==> src/design/vrp_pkg.sv <==
// vrp_pkg: shared types and constants of the monitor-link record parser
// used by vrp_csr, vrp_parse and ventilator_record_parser; no dependencies

package vrp_pkg;

   // store size for record channels, 1 to 32
   localparam int MAX_CHANNELS = 32;

   localparam int CSR_INDEX_W = 3;
   localparam int CSR_DATA_W  = 8;
   localparam int REQ_DATA_W  = 8;
   localparam int RSP_DATA_W  = 40;

   // register indexes
   localparam logic [CSR_INDEX_W-1:0] CSR_CURVE_COUNT  = 3'd0;
   localparam logic [CSR_INDEX_W-1:0] CSR_END_FLAG     = 3'd1;
   localparam logic [CSR_INDEX_W-1:0] CSR_VALUE_FLAG   = 3'd2;
   localparam logic [CSR_INDEX_W-1:0] CSR_PHASE_FLAG   = 3'd3;
   localparam logic [CSR_INDEX_W-1:0] CSR_STANDBY      = 3'd4;
   localparam logic [CSR_INDEX_W-1:0] CSR_BUFFER_FULL  = 3'd5;
   localparam logic [CSR_INDEX_W-1:0] CSR_ESCAPE_STOP  = 3'd6;

   // result kinds
   localparam logic [2:0] KIND_BREATH_VALUE  = 3'd0;
   localparam logic [2:0] KIND_SETTING_VALUE = 3'd1;
   localparam logic [2:0] KIND_CURVE_VALUE   = 3'd2;
   localparam logic [2:0] KIND_PHASE         = 3'd3;
   localparam logic [2:0] KIND_BREATH_END    = 3'd4;
   localparam logic [2:0] KIND_SETTINGS_END  = 3'd5;
   localparam logic [2:0] KIND_ERROR         = 3'd6;

   // error classes
   localparam logic [1:0] ERR_STANDBY     = 2'd0;
   localparam logic [1:0] ERR_BUFFER_FULL = 2'd1;
   localparam logic [1:0] ERR_ESCAPE_STOP = 2'd2;
   localparam logic [1:0] ERR_OTHER       = 2'd3;

   // fixed header bytes
   localparam logic [7:0] HDR_SETTINGS = 8'h53;
   localparam logic [7:0] HDR_BREATH   = 8'h42;
   localparam logic [7:0] HDR_TREND    = 8'h54;
   localparam logic [7:0] HDR_ALARM    = 8'h41;
   localparam logic [7:0] HDR_ERROR    = 8'hE0;
   localparam logic [7:0] HDR_VALUE    = 8'h80;
   localparam logic [7:0] HDR_PHASE    = 8'h81;

   localparam logic [15:0] NO_DATA_MARK = 16'd32511;

   typedef struct packed {
      logic [2:0] curve_count;
      logic [7:0] end_flag_code;
      logic [7:0] value_flag_code;
      logic [7:0] phase_flag_code;
      logic [7:0] standby_code;
      logic [7:0] buffer_full_code;
      logic [7:0] escape_stop_code;
   } cfg_type;

   // last member sits in the lowest bits
   typedef struct packed {
      logic        link_open;
      logic [1:0]  error_class;
      logic        overflow;
      logic [5:0]  channel_total;
      logic        no_valid_data;
      logic [15:0] value;
      logic [4:0]  channel;
      logic [2:0]  kind;
   } rsp_type;

endpackage

==> src/design/vrp_csr.sv <==
// vrp_csr: configuration registers of the record parser
// depends on vrp_pkg

module vrp_csr (
   input  logic                             clock,
   input  logic                             reset,
   input  logic                             wr_en,
   input  logic [vrp_pkg::CSR_INDEX_W-1:0]  wr_index,
   input  logic [vrp_pkg::CSR_DATA_W-1:0]   wr_data,
   output vrp_pkg::cfg_type                 cfg
);

   vrp_pkg::cfg_type cfg_ff, cfg_in;

   always_comb begin
      cfg_in = cfg_ff;
      if (wr_en) begin
         case (wr_index)
            vrp_pkg::CSR_CURVE_COUNT: cfg_in.curve_count      = wr_data[2:0];
            vrp_pkg::CSR_END_FLAG:    cfg_in.end_flag_code    = wr_data;
            vrp_pkg::CSR_VALUE_FLAG:  cfg_in.value_flag_code  = wr_data;
            vrp_pkg::CSR_PHASE_FLAG:  cfg_in.phase_flag_code  = wr_data;
            vrp_pkg::CSR_STANDBY:     cfg_in.standby_code     = wr_data;
            vrp_pkg::CSR_BUFFER_FULL: cfg_in.buffer_full_code = wr_data;
            vrp_pkg::CSR_ESCAPE_STOP: cfg_in.escape_stop_code = wr_data;
            default:                  cfg_in = cfg_ff;
         endcase
      end
   end

   always_ff @(posedge clock) begin
      if (reset) begin
         cfg_ff.curve_count      <= 3'd1;
         cfg_ff.end_flag_code    <= 8'h7F;
         cfg_ff.value_flag_code  <= 8'h80;
         cfg_ff.phase_flag_code  <= 8'h81;
         cfg_ff.standby_code     <= 8'h00;
         cfg_ff.buffer_full_code <= 8'h01;
         cfg_ff.escape_stop_code <= 8'h02;
      end else begin
         cfg_ff <= cfg_in;
      end
   end

   assign cfg = cfg_ff;

endmodule

==> src/design/vrp_parse.sv <==
// vrp_parse: record stream state and per-byte result logic
// depends on vrp_pkg; result is combinational, registered by the caller

module vrp_parse (
   input  logic              clock,
   input  logic              reset,
   input  logic              accept,
   input  logic [7:0]        rx_byte,
   input  vrp_pkg::cfg_type  cfg,
   output logic              has_result,
   output vrp_pkg::rsp_type  result
);

   localparam logic [3:0] M_AWAIT    = 4'd0;
   localparam logic [3:0] M_ENDSKIP  = 4'd1;
   localparam logic [3:0] M_BREATH   = 4'd2;
   localparam logic [3:0] M_SETTINGS = 4'd3;
   localparam logic [3:0] M_VALUE    = 4'd4;
   localparam logic [3:0] M_PHASE    = 4'd5;
   localparam logic [3:0] M_TREND    = 4'd6;
   localparam logic [3:0] M_ALARM    = 4'd7;
   localparam logic [3:0] M_ERROR    = 4'd8;
   localparam logic [3:0] M_RUN      = 4'd9;

   localparam logic [6:0] MAX_CH = 7'(vrp_pkg::MAX_CHANNELS);

   logic [3:0] mode_ff, mode_in;
   logic [1:0] left_ff, left_in;
   logic [5:0] index_ff, index_in;
   logic [7:0] high_ff, high_in;
   logic [1:0] slot_ff, slot_in;
   logic       link_ff, link_in;
   logic       drop_ff, drop_in;

   logic [6:0] total;
   logic [2:0] slot_next;
   logic [2:0] rec_value_kind, rec_end_kind;

   always_comb begin
      // last index plus one, limited to the store size and to 63
      total = 7'(index_ff) + 7'd1;
      if (total > MAX_CH) total = MAX_CH;
      if (total > 7'd63)  total = 7'd63;
      slot_next = 3'(slot_ff) + 3'd1;
      rec_value_kind = (mode_ff == M_SETTINGS) ? vrp_pkg::KIND_SETTING_VALUE
                                               : vrp_pkg::KIND_BREATH_VALUE;
      rec_end_kind   = (mode_ff == M_SETTINGS) ? vrp_pkg::KIND_SETTINGS_END
                                               : vrp_pkg::KIND_BREATH_END;
   end

   always_comb begin
      mode_in  = mode_ff;
      left_in  = left_ff;
      index_in = index_ff;
      high_in  = high_ff;
      slot_in  = slot_ff;
      link_in  = link_ff;
      drop_in  = drop_ff;
      has_result = 1'b0;
      result = '0;

      case (mode_ff)
         M_AWAIT: begin
            case (rx_byte)
               vrp_pkg::HDR_SETTINGS, vrp_pkg::HDR_BREATH: begin
                  mode_in  = (rx_byte == vrp_pkg::HDR_SETTINGS) ? M_SETTINGS : M_BREATH;
                  index_in = '0;
                  left_in  = 2'd2;
                  drop_in  = 1'b0;
               end
               vrp_pkg::HDR_TREND: mode_in = M_TREND;
               vrp_pkg::HDR_ALARM: mode_in = M_ALARM;
               vrp_pkg::HDR_ERROR: begin
                  mode_in = M_ERROR;
                  left_in = 2'd1;
               end
               vrp_pkg::HDR_VALUE: begin
                  mode_in = M_VALUE;
                  left_in = 2'd2;
               end
               vrp_pkg::HDR_PHASE: begin
                  mode_in = M_PHASE;
                  left_in = 2'd1;
               end
               default: mode_in = M_AWAIT;
            endcase
         end
         M_ENDSKIP: mode_in = M_AWAIT;
         M_BREATH, M_SETTINGS: begin
            if (left_ff == 2'd2) begin
               high_in = rx_byte;
               left_in = 2'd1;
            end else if (left_ff == 2'd0 && rx_byte == cfg.end_flag_code) begin
               has_result = 1'b1;
               result.kind = rec_end_kind;
               result.channel_total = total[5:0];
               result.overflow = drop_ff;
               mode_in = M_ENDSKIP;
            end else if (left_ff == 2'd0) begin
               if (index_ff != 6'd63) index_in = index_ff + 6'd1;
               high_in = rx_byte;
               left_in = 2'd1;
            end else begin
               left_in = 2'd0;
               if (7'(index_ff) >= MAX_CH) begin
                  drop_in = 1'b1;
               end else begin
                  has_result = 1'b1;
                  result.kind = rec_value_kind;
                  result.channel = index_ff[4:0];
                  result.value = {high_ff, rx_byte};
               end
            end
         end
         M_VALUE: begin
            if (left_ff == 2'd2) begin
               high_in = rx_byte;
               left_in = 2'd1;
            end else if (left_ff == 2'd1) begin
               has_result = 1'b1;
               result.kind = vrp_pkg::KIND_CURVE_VALUE;
               result.channel = 5'(slot_ff);
               result.value = {high_ff, rx_byte};
               slot_in = (cfg.curve_count > slot_next && slot_ff != 2'd3)
                         ? slot_next[1:0] : 2'd0;
               left_in = 2'd0;
               mode_in = M_RUN;
            end
         end
         M_PHASE: begin
            has_result = 1'b1;
            result.kind = vrp_pkg::KIND_PHASE;
            result.value = 16'(rx_byte);
            left_in = 2'd0;
            mode_in = M_RUN;
         end
         M_TREND, M_ALARM: begin
            if (rx_byte == cfg.end_flag_code) mode_in = M_ENDSKIP;
         end
         M_ERROR: begin
            if (rx_byte == cfg.end_flag_code) begin
               mode_in = M_ENDSKIP;
            end else begin
               has_result = 1'b1;
               result.kind = vrp_pkg::KIND_ERROR;
               result.value = 16'(rx_byte);
               if (rx_byte == cfg.standby_code) begin
                  result.error_class = vrp_pkg::ERR_STANDBY;
                  link_in = 1'b0;
               end else if (rx_byte == cfg.buffer_full_code) begin
                  result.error_class = vrp_pkg::ERR_BUFFER_FULL;
               end else if (rx_byte == cfg.escape_stop_code) begin
                  result.error_class = vrp_pkg::ERR_ESCAPE_STOP;
               end else begin
                  result.error_class = vrp_pkg::ERR_OTHER;
               end
            end
         end
         M_RUN: begin
            if (rx_byte == cfg.value_flag_code) begin
               mode_in = M_VALUE;
               left_in = 2'd2;
            end else if (rx_byte == cfg.phase_flag_code) begin
               mode_in = M_PHASE;
               left_in = 2'd1;
            end else if (rx_byte == cfg.end_flag_code) begin
               mode_in = M_ENDSKIP;
            end
         end
         default: mode_in = M_AWAIT;
      endcase

      result.no_valid_data = (result.kind == vrp_pkg::KIND_BREATH_VALUE ||
                              result.kind == vrp_pkg::KIND_SETTING_VALUE ||
                              result.kind == vrp_pkg::KIND_CURVE_VALUE) &&
                             (result.value == vrp_pkg::NO_DATA_MARK);
      result.link_open = link_in;
   end

   always_ff @(posedge clock) begin
      if (reset) begin
         mode_ff  <= M_AWAIT;
         left_ff  <= 2'd0;
         index_ff <= 6'd0;
         high_ff  <= 8'd0;
         slot_ff  <= 2'd0;
         link_ff  <= 1'b1;
         drop_ff  <= 1'b0;
      end else if (accept) begin
         mode_ff  <= mode_in;
         left_ff  <= left_in;
         index_ff <= index_in;
         high_ff  <= high_in;
         slot_ff  <= slot_in;
         link_ff  <= link_in;
         drop_ff  <= drop_in;
      end
   end

`ifndef SYNTHESIS
   // two-byte value count never holds its unused code
   a_left_range: assert property (@(posedge clock) disable iff (reset)
      left_ff != 2'd3)
      else $error("bytes-left counter out of range");

   // only reset reopens the link
   a_link_no_reopen: assert property (@(posedge clock) disable iff (reset)
      !link_ff |=> !link_ff)
      else $error("link flag set without reset");

   // record end always reports at least one channel
   a_end_total: assert property (@(posedge clock) disable iff (reset)
      (has_result && (result.kind == vrp_pkg::KIND_BREATH_END ||
                      result.kind == vrp_pkg::KIND_SETTINGS_END))
      |-> result.channel_total != 6'd0)
      else $error("end result with zero channel total");
`endif

endmodule

==> src/design/ventilator_record_parser.sv <==
// ventilator_record_parser: top level of the monitor-link record parser
// depends on vrp_pkg, vrp_csr and vrp_parse
//
// usage:
//  - req_* carries one received link byte per item (req_tdata[7:0])
//  - rsp_* carries at most one result item per accepted byte
//  - csr_* writes one configuration register per handshake, csr_ready is
//    always high; write only while the parser is idle
//  - a byte's result is written at the edge that accepts the byte, into the
//    output register, or into the skid register while the output is stalled
//  - throughput: one byte per cycle while req_tready is high, set by the
//    combinational parse step between the state registers and output register
//  - a two-entry output stage (output register plus skid register) lets a
//    byte be accepted while a finished result waits; req_tready drops
//    only when both entries hold results
//  - reset: parser awaits a record header, link flag open, registers at
//    their defaults, output stage empty
//  - while the receiver stalls, rsp_tdata holds stable until it is taken

module ventilator_record_parser (
   input  logic                             clock,
   input  logic                             reset,
   // input bytes
   input  logic                             req_tvalid,
   output logic                             req_tready,
   input  logic [vrp_pkg::REQ_DATA_W-1:0]   req_tdata,   // [7:0] rx_byte
   // results
   output logic                             rsp_tvalid,
   input  logic                             rsp_tready,
   // [2:0] kind, [7:3] channel, [23:8] value, [24] no_valid_data,
   // [30:25] channel_total, [31] overflow, [33:32] error_class,
   // [34] link_open, [39:35] zero
   output logic [vrp_pkg::RSP_DATA_W-1:0]   rsp_tdata,
   // configuration writes
   input  logic                             csr_valid,
   output logic                             csr_ready,
   input  logic [vrp_pkg::CSR_INDEX_W-1:0]  csr_index,
   input  logic [vrp_pkg::CSR_DATA_W-1:0]   csr_data
);

   vrp_pkg::cfg_type cfg;
   vrp_pkg::rsp_type result;
   logic             has_result;
   logic             accept;
   logic             push;
   logic             pop;

   // output stage: main register drives the port, skid catches overflow
   vrp_pkg::rsp_type main_ff, main_in;
   vrp_pkg::rsp_type skid_ff, skid_in;
   logic             main_valid_ff, main_valid_in;
   logic             skid_valid_ff, skid_valid_in;

   assign csr_ready = 1'b1;

   vrp_csr u_csr (
      .clock    (clock),
      .reset    (reset),
      .wr_en    (csr_valid & csr_ready),
      .wr_index (csr_index),
      .wr_data  (csr_data),
      .cfg      (cfg)
   );

   // accepting is safe whenever the skid entry is free
   assign req_tready = !skid_valid_ff;
   assign accept     = req_tvalid & req_tready;

   vrp_parse u_parse (
      .clock      (clock),
      .reset      (reset),
      .accept     (accept),
      .rx_byte    (req_tdata),
      .cfg        (cfg),
      .has_result (has_result),
      .result     (result)
   );

   assign push = accept & has_result;
   assign pop  = main_valid_ff & rsp_tready;

   always_comb begin
      main_in       = main_ff;
      skid_in       = skid_ff;
      main_valid_in = main_valid_ff;
      skid_valid_in = skid_valid_ff;
      if (skid_valid_ff) begin
         // no push possible here, ready is low
         if (pop) begin
            main_in       = skid_ff;
            skid_valid_in = 1'b0;
         end
      end else if (push) begin
         if (!main_valid_ff || pop) begin
            main_in       = result;
            main_valid_in = 1'b1;
         end else begin
            skid_in       = result;
            skid_valid_in = 1'b1;
         end
      end else if (pop) begin
         main_valid_in = 1'b0;
      end
   end

   always_ff @(posedge clock) begin
      if (reset) begin
         main_valid_ff <= 1'b0;
         skid_valid_ff <= 1'b0;
      end else begin
         main_valid_ff <= main_valid_in;
         skid_valid_ff <= skid_valid_in;
      end
   end

   // payload registers, no reset needed
   always_ff @(posedge clock) begin
      main_ff <= main_in;
      skid_ff <= skid_in;
   end

   assign rsp_tvalid = main_valid_ff;
   assign rsp_tdata  = {5'd0, main_ff};

`ifndef SYNTHESIS
   // skid entry is only ever behind a full main entry
   a_skid_behind_main: assert property (@(posedge clock) disable iff (reset)
      skid_valid_ff |-> main_valid_ff)
      else $error("skid entry valid with main entry empty");

   // skid fills only when the main entry was stalled
   a_skid_fill: assert property (@(posedge clock) disable iff (reset)
      !skid_valid_ff && skid_valid_in |-> main_valid_ff && !rsp_tready)
      else $error("skid entry filled without a stall");

   // draining the skid keeps a result on the port
   a_skid_drain: assert property (@(posedge clock) disable iff (reset)
      skid_valid_ff && rsp_tready |=> main_valid_ff && !skid_valid_ff)
      else $error("skid entry lost on drain");
`endif

endmodule

==> config.mk <==
export PLATFORM = sky130hd
export DESIGN_NAME = ventilator_record_parser
export DESIGN_NICKNAME = d
export VERILOG_FILES = /design/src/design/vrp_pkg.sv /design/src/design/vrp_csr.sv /design/src/design/vrp_parse.sv /design/src/design/ventilator_record_parser.sv
export SDC_FILE = /design/constraint.sdc
export NUM_CORES = 1
export LEC_CHECK = 0
export ABC_CLOCK_PERIOD_IN_PS = 12170
export BUFFER_PORTS_ARGS = -buffer_cell sky130_fd_sc_hd__buf_2
export CORE_ASPECT_RATIO = 0.7
export CORE_MARGIN = 10
export CORE_UTILIZATION = 40
export DETAILED_ROUTE_END_ITERATION = 8
export SETUP_SLACK_MARGIN = 0.5
export SKIP_CTS_REPAIR_TIMING = 1
export SLEW_MARGIN = 20
export SYNTH_ARGS = -nofsm -noshare
export SYNTH_HDL_FRONTEND = slang
export SYNTH_SLANG_ARGS = --single-unit
==> constraint.sdc <==
create_clock -name clock -period 12.17 [get_ports clock]
set_input_delay 1.8255 -clock clock [delete_from_list [all_inputs] [get_ports clock]]
set_output_delay 1.8255 -clock clock [all_outputs]
set_load 0.03 [all_outputs]
==> results.md <==
- Total power draw: 1.073 mW
- Post-route ant nets: 0
- Ys Warns: 0
- CP endpoint kind: flip-flop
- Worst flop-to-flop path endpoint: rsp_tdata[10]
- Die width: approximately 180 µm
- RD Place Congestion: 0.9323
- Total Neg Setup Slack: 0 ns
- Hold Path End: u_csr.cfg[29]
- RSZ-0062 raised after global routing: no
- Critical R2R Launch: u_parse.mode_ff[1]
- Initial DRT Pass Iterations: 5
- Final period util: 33.11%
- Comb pwr share: 5.3%
- Synth top area cells: edfxtp_1 (29%), dfxtp_1 (22%), nand2_1 (6.9%)
- CP Buf/Inv Count: 2
- CTS Root Cell: clkbuf_16
- CTS H-tree depth: 4
- Die Area: 0.02369 mm²
- Fin cells: 1007
- Post-Synthesis Cells: 717
- Max-cap violations: 0
- Grt ovf: 0
- Reg2reg setup slack: around 9 ns
- Register share of total power: 48.5%
- Hold path start: u_csr.cfg[29]
- Ports: 67
- Vias in the first global route: 5242
- WP data required: 12.29 ns
- Core Rows: 40
- Clock Sinks: 147
- Fin crit period: 4.030 ns
- Worst endpoint data arrival time: 4.15 ns
- Core area: 0.01732 mm²
- Crit-path cells: buf_2, xnor2_1, nand4_1, nor3_2, o31ai_2, a2bb2oi_4, buf_16
- GRT Overall Usage: 15.21%
- Count of cell types in the netlist: 73
- F_max: 248.2 MHz
- Fin Hold WS: ~0.47 ns
- Port bufs: 60
- Most frequent cells after synthesis: nand2_1 (132), dfxtp_1 (77), edfxtp_1 (70)
- Startpoint Class: input pin
- EDFF count, synth: 70
- CP max-delay cell: a2bb2oi_4
- Initial DRC count: ~430
- Post-synthesis async set-or-reset flop share: 0%
- Worst Skew: 0.01053 ns
- Max-slew violation count: 0
- First-pass GRT wire length: between 20000 and 30000 µm
- Avg WL per Cell: 18.13 µm
- Clock share of power: 46.2%
- Synthesized cell area: 0.007144 mm²
- Longest Clk Path Bufs: 2
- Outcome: complete, no violations
- Fin. Hold Viols: 0
- Largest net degree at the start of global routing: 69
- Critical path's largest stage delay: about 0.52 ns
- Cells after DPL: roughly 970
- Top FF cell, synth: dfxtp_1
- Switch share: approximately a quarter
- Max transition margin: 34.90%
- Least-Margin Pin Slew: 0.9691 ns
- WL final: 18260 µm
- Ant. Diodes: 0
- CP Max Fanout: 20
- Sequential fraction of the synthesis area: 51.00%
- Int Power: approximately 0.8 mW
- Syn Area/Cell: 9.964 µm²
- Via/cell ratio: 5.297
- Hold Path Stages: 2
- PD cells: approximately 130 mW/mm²
- Most common cell in the netlist: nand2_1
- Register bit total from synthesis: ~150
- Top cell type's share of synthesized area: 29.42%
- Detail Placement HPWL: 12990 µm
- Layout Nets: 794
- Crit Path Class: in2reg
- Worst-Skew Late Latency: 0.42 ns
- Die span in y: 131.8 µm
- Remaining DRCs: 0
- TritonCTS clock tree: done
- Area grow syn2layout: 14.24%
- Largest delay contributor family on the critical path: simple AND/OR/NAND/NOR gates
- Area leader, netlist: edfxtp_1
- Leakage Power: 2.908 nW
- VDD IR-drop max: roughly 0.000066 V
- Initial antenna violation count: 0
- # fillers: 1627
- Endpoints failing setup: 0
- Reported net switching power: 0.2563 mW
- TritonCTS Buffers: 17
- Clock slew at reported path FFs: 0.06 ns
- R2R cell count: 6
- HP Class: reg2reg
- Starting density of the core: 41.26%
- Via count: 5334
- Fraction of layout cells with a size suffix above 1: 19.20%
[cells by family (layout without fill, tap and decap cells)]
family	count (synthesis)	after routing	synth area share (%)
adder cells (fa/ha/maj)	7	7	1.226
flip-flops	147	147	51.00
other	2	6	0.1051
multiplexers	38	38	5.762
XOR/XNOR	55	55	6.743
AO/OA/AOI/OAI	116	116	10.54
AND/OR/NAND/NOR	294	294	20.72
buffers and inverters	58	113	3.905
[cells in the final DEF, fill, tap and decap left out, types with 6 or more instances in the layout]
cell type  instances
a21oi_1           50
a31oi_1            6
and2_1            10
buf_2             60
clkbuf_16         18
conb_1             6
dfxtp_1           77
edfxtp_1          70
ha_1               7
inv_1             17
mux2_2            25
mux2i_1           13
nand2_1          132
nand2b_1           8
nand3_1           20
nand4_1            8
nor2_1            43
nor2b_1            8
nor2b_2            8
nor3_1             8
nor4_1            15
o21ai_0           15
o31ai_1           10
xnor2_1           29
xor2_1            26
[layer usage]
metal	up-vias	wire length (µm)	global-route usage, %	part of all wire (%)
met5	-	0	0	0
met4	0	274	4.672	1.5
met3	24	1586	5.101	8.7
met2	221	7807	21.66	43
met1	2484	8592	21.11	47
li1	2605	-	-	-
[through the flow]
step / setup slack, ns / utilization (%) / cell area [µm²]
floorplan: 6.375 / - / 7159
global placement: 7.656 / 43.74 / 7575
detailed placement: 7.519 / 43.74 / 7575
CTS: 7.930 / 46.97 / 8134
global route: 7.963 / 47.13 / 8162
finish: 8.140 / 47.13 / 8162
[sequential cells by signal, summed over array words and instances, names as in the netlist]
register / count
u_csr.cfg: 51
rsp_tdata: 35
skid_ff: 35
u_parse.high_ff: 8
u_parse.index_ff: 6
u_parse.mode_ff: 4
u_parse.left_ff: 2
u_parse.slot_ff: 2
rsp_tvalid: 1
skid_valid_ff: 1
u_parse.drop_ff: 1
u_parse.link_ff: 1
[how the worst max path moves through the flow]
stage	cells after the start	slack, ns	endpoint	startpoint
after floorplan	6	6.38	skid_ff[0]	req_tdata[0]
after global placement	6	7.66	rsp_tdata[0]	req_tdata[0]
after detailed placement	6	7.52	rsp_tdata[0]	req_tdata[0]
after CTS	6	7.93	rsp_tdata[17]	req_tdata[0]
after global routing	7	7.96	rsp_tdata[10]	req_tdata[0]
final	7	8.14	rsp_tdata[10]	req_tdata[0]
[cell type report]
cell class	instances	area, µm²	share of cell area, %
timing repair buffer	63	342.8	4.201
multi-input combinational	516	3259	39.94
sequential	147	3643	44.64
clock buffer	19	464.2	5.688
inverter	18	67.56	0.8278
clock inverter	13	95.09	1.165
tap	231	289.0	3.541
[power groups by stage]
| stage | registers, mW | clock network [mW] | logic [mW] |
|---|---|---|---|
| after CTS | 0.521 | 0.508 | 0.0560 |
| after global placement | 0.532 | 0 | 0.0548 |
| final | 0.521 | 0.496 | 0.0567 |
| after global routing | 0.521 | 0.527 | 0.0625 |
| after detailed placement | 0.532 | 0 | 0.0558 |
| after floorplan | 0.531 | 0 | 0.0409 |
[tightest hold or removal path, stage by stage, from the launching register on]
cell and delay (ns):
dfxtp_1 0.32, nand2_1 0.06, a21oi_1 0.05
(Power assumes the default switching activity.)
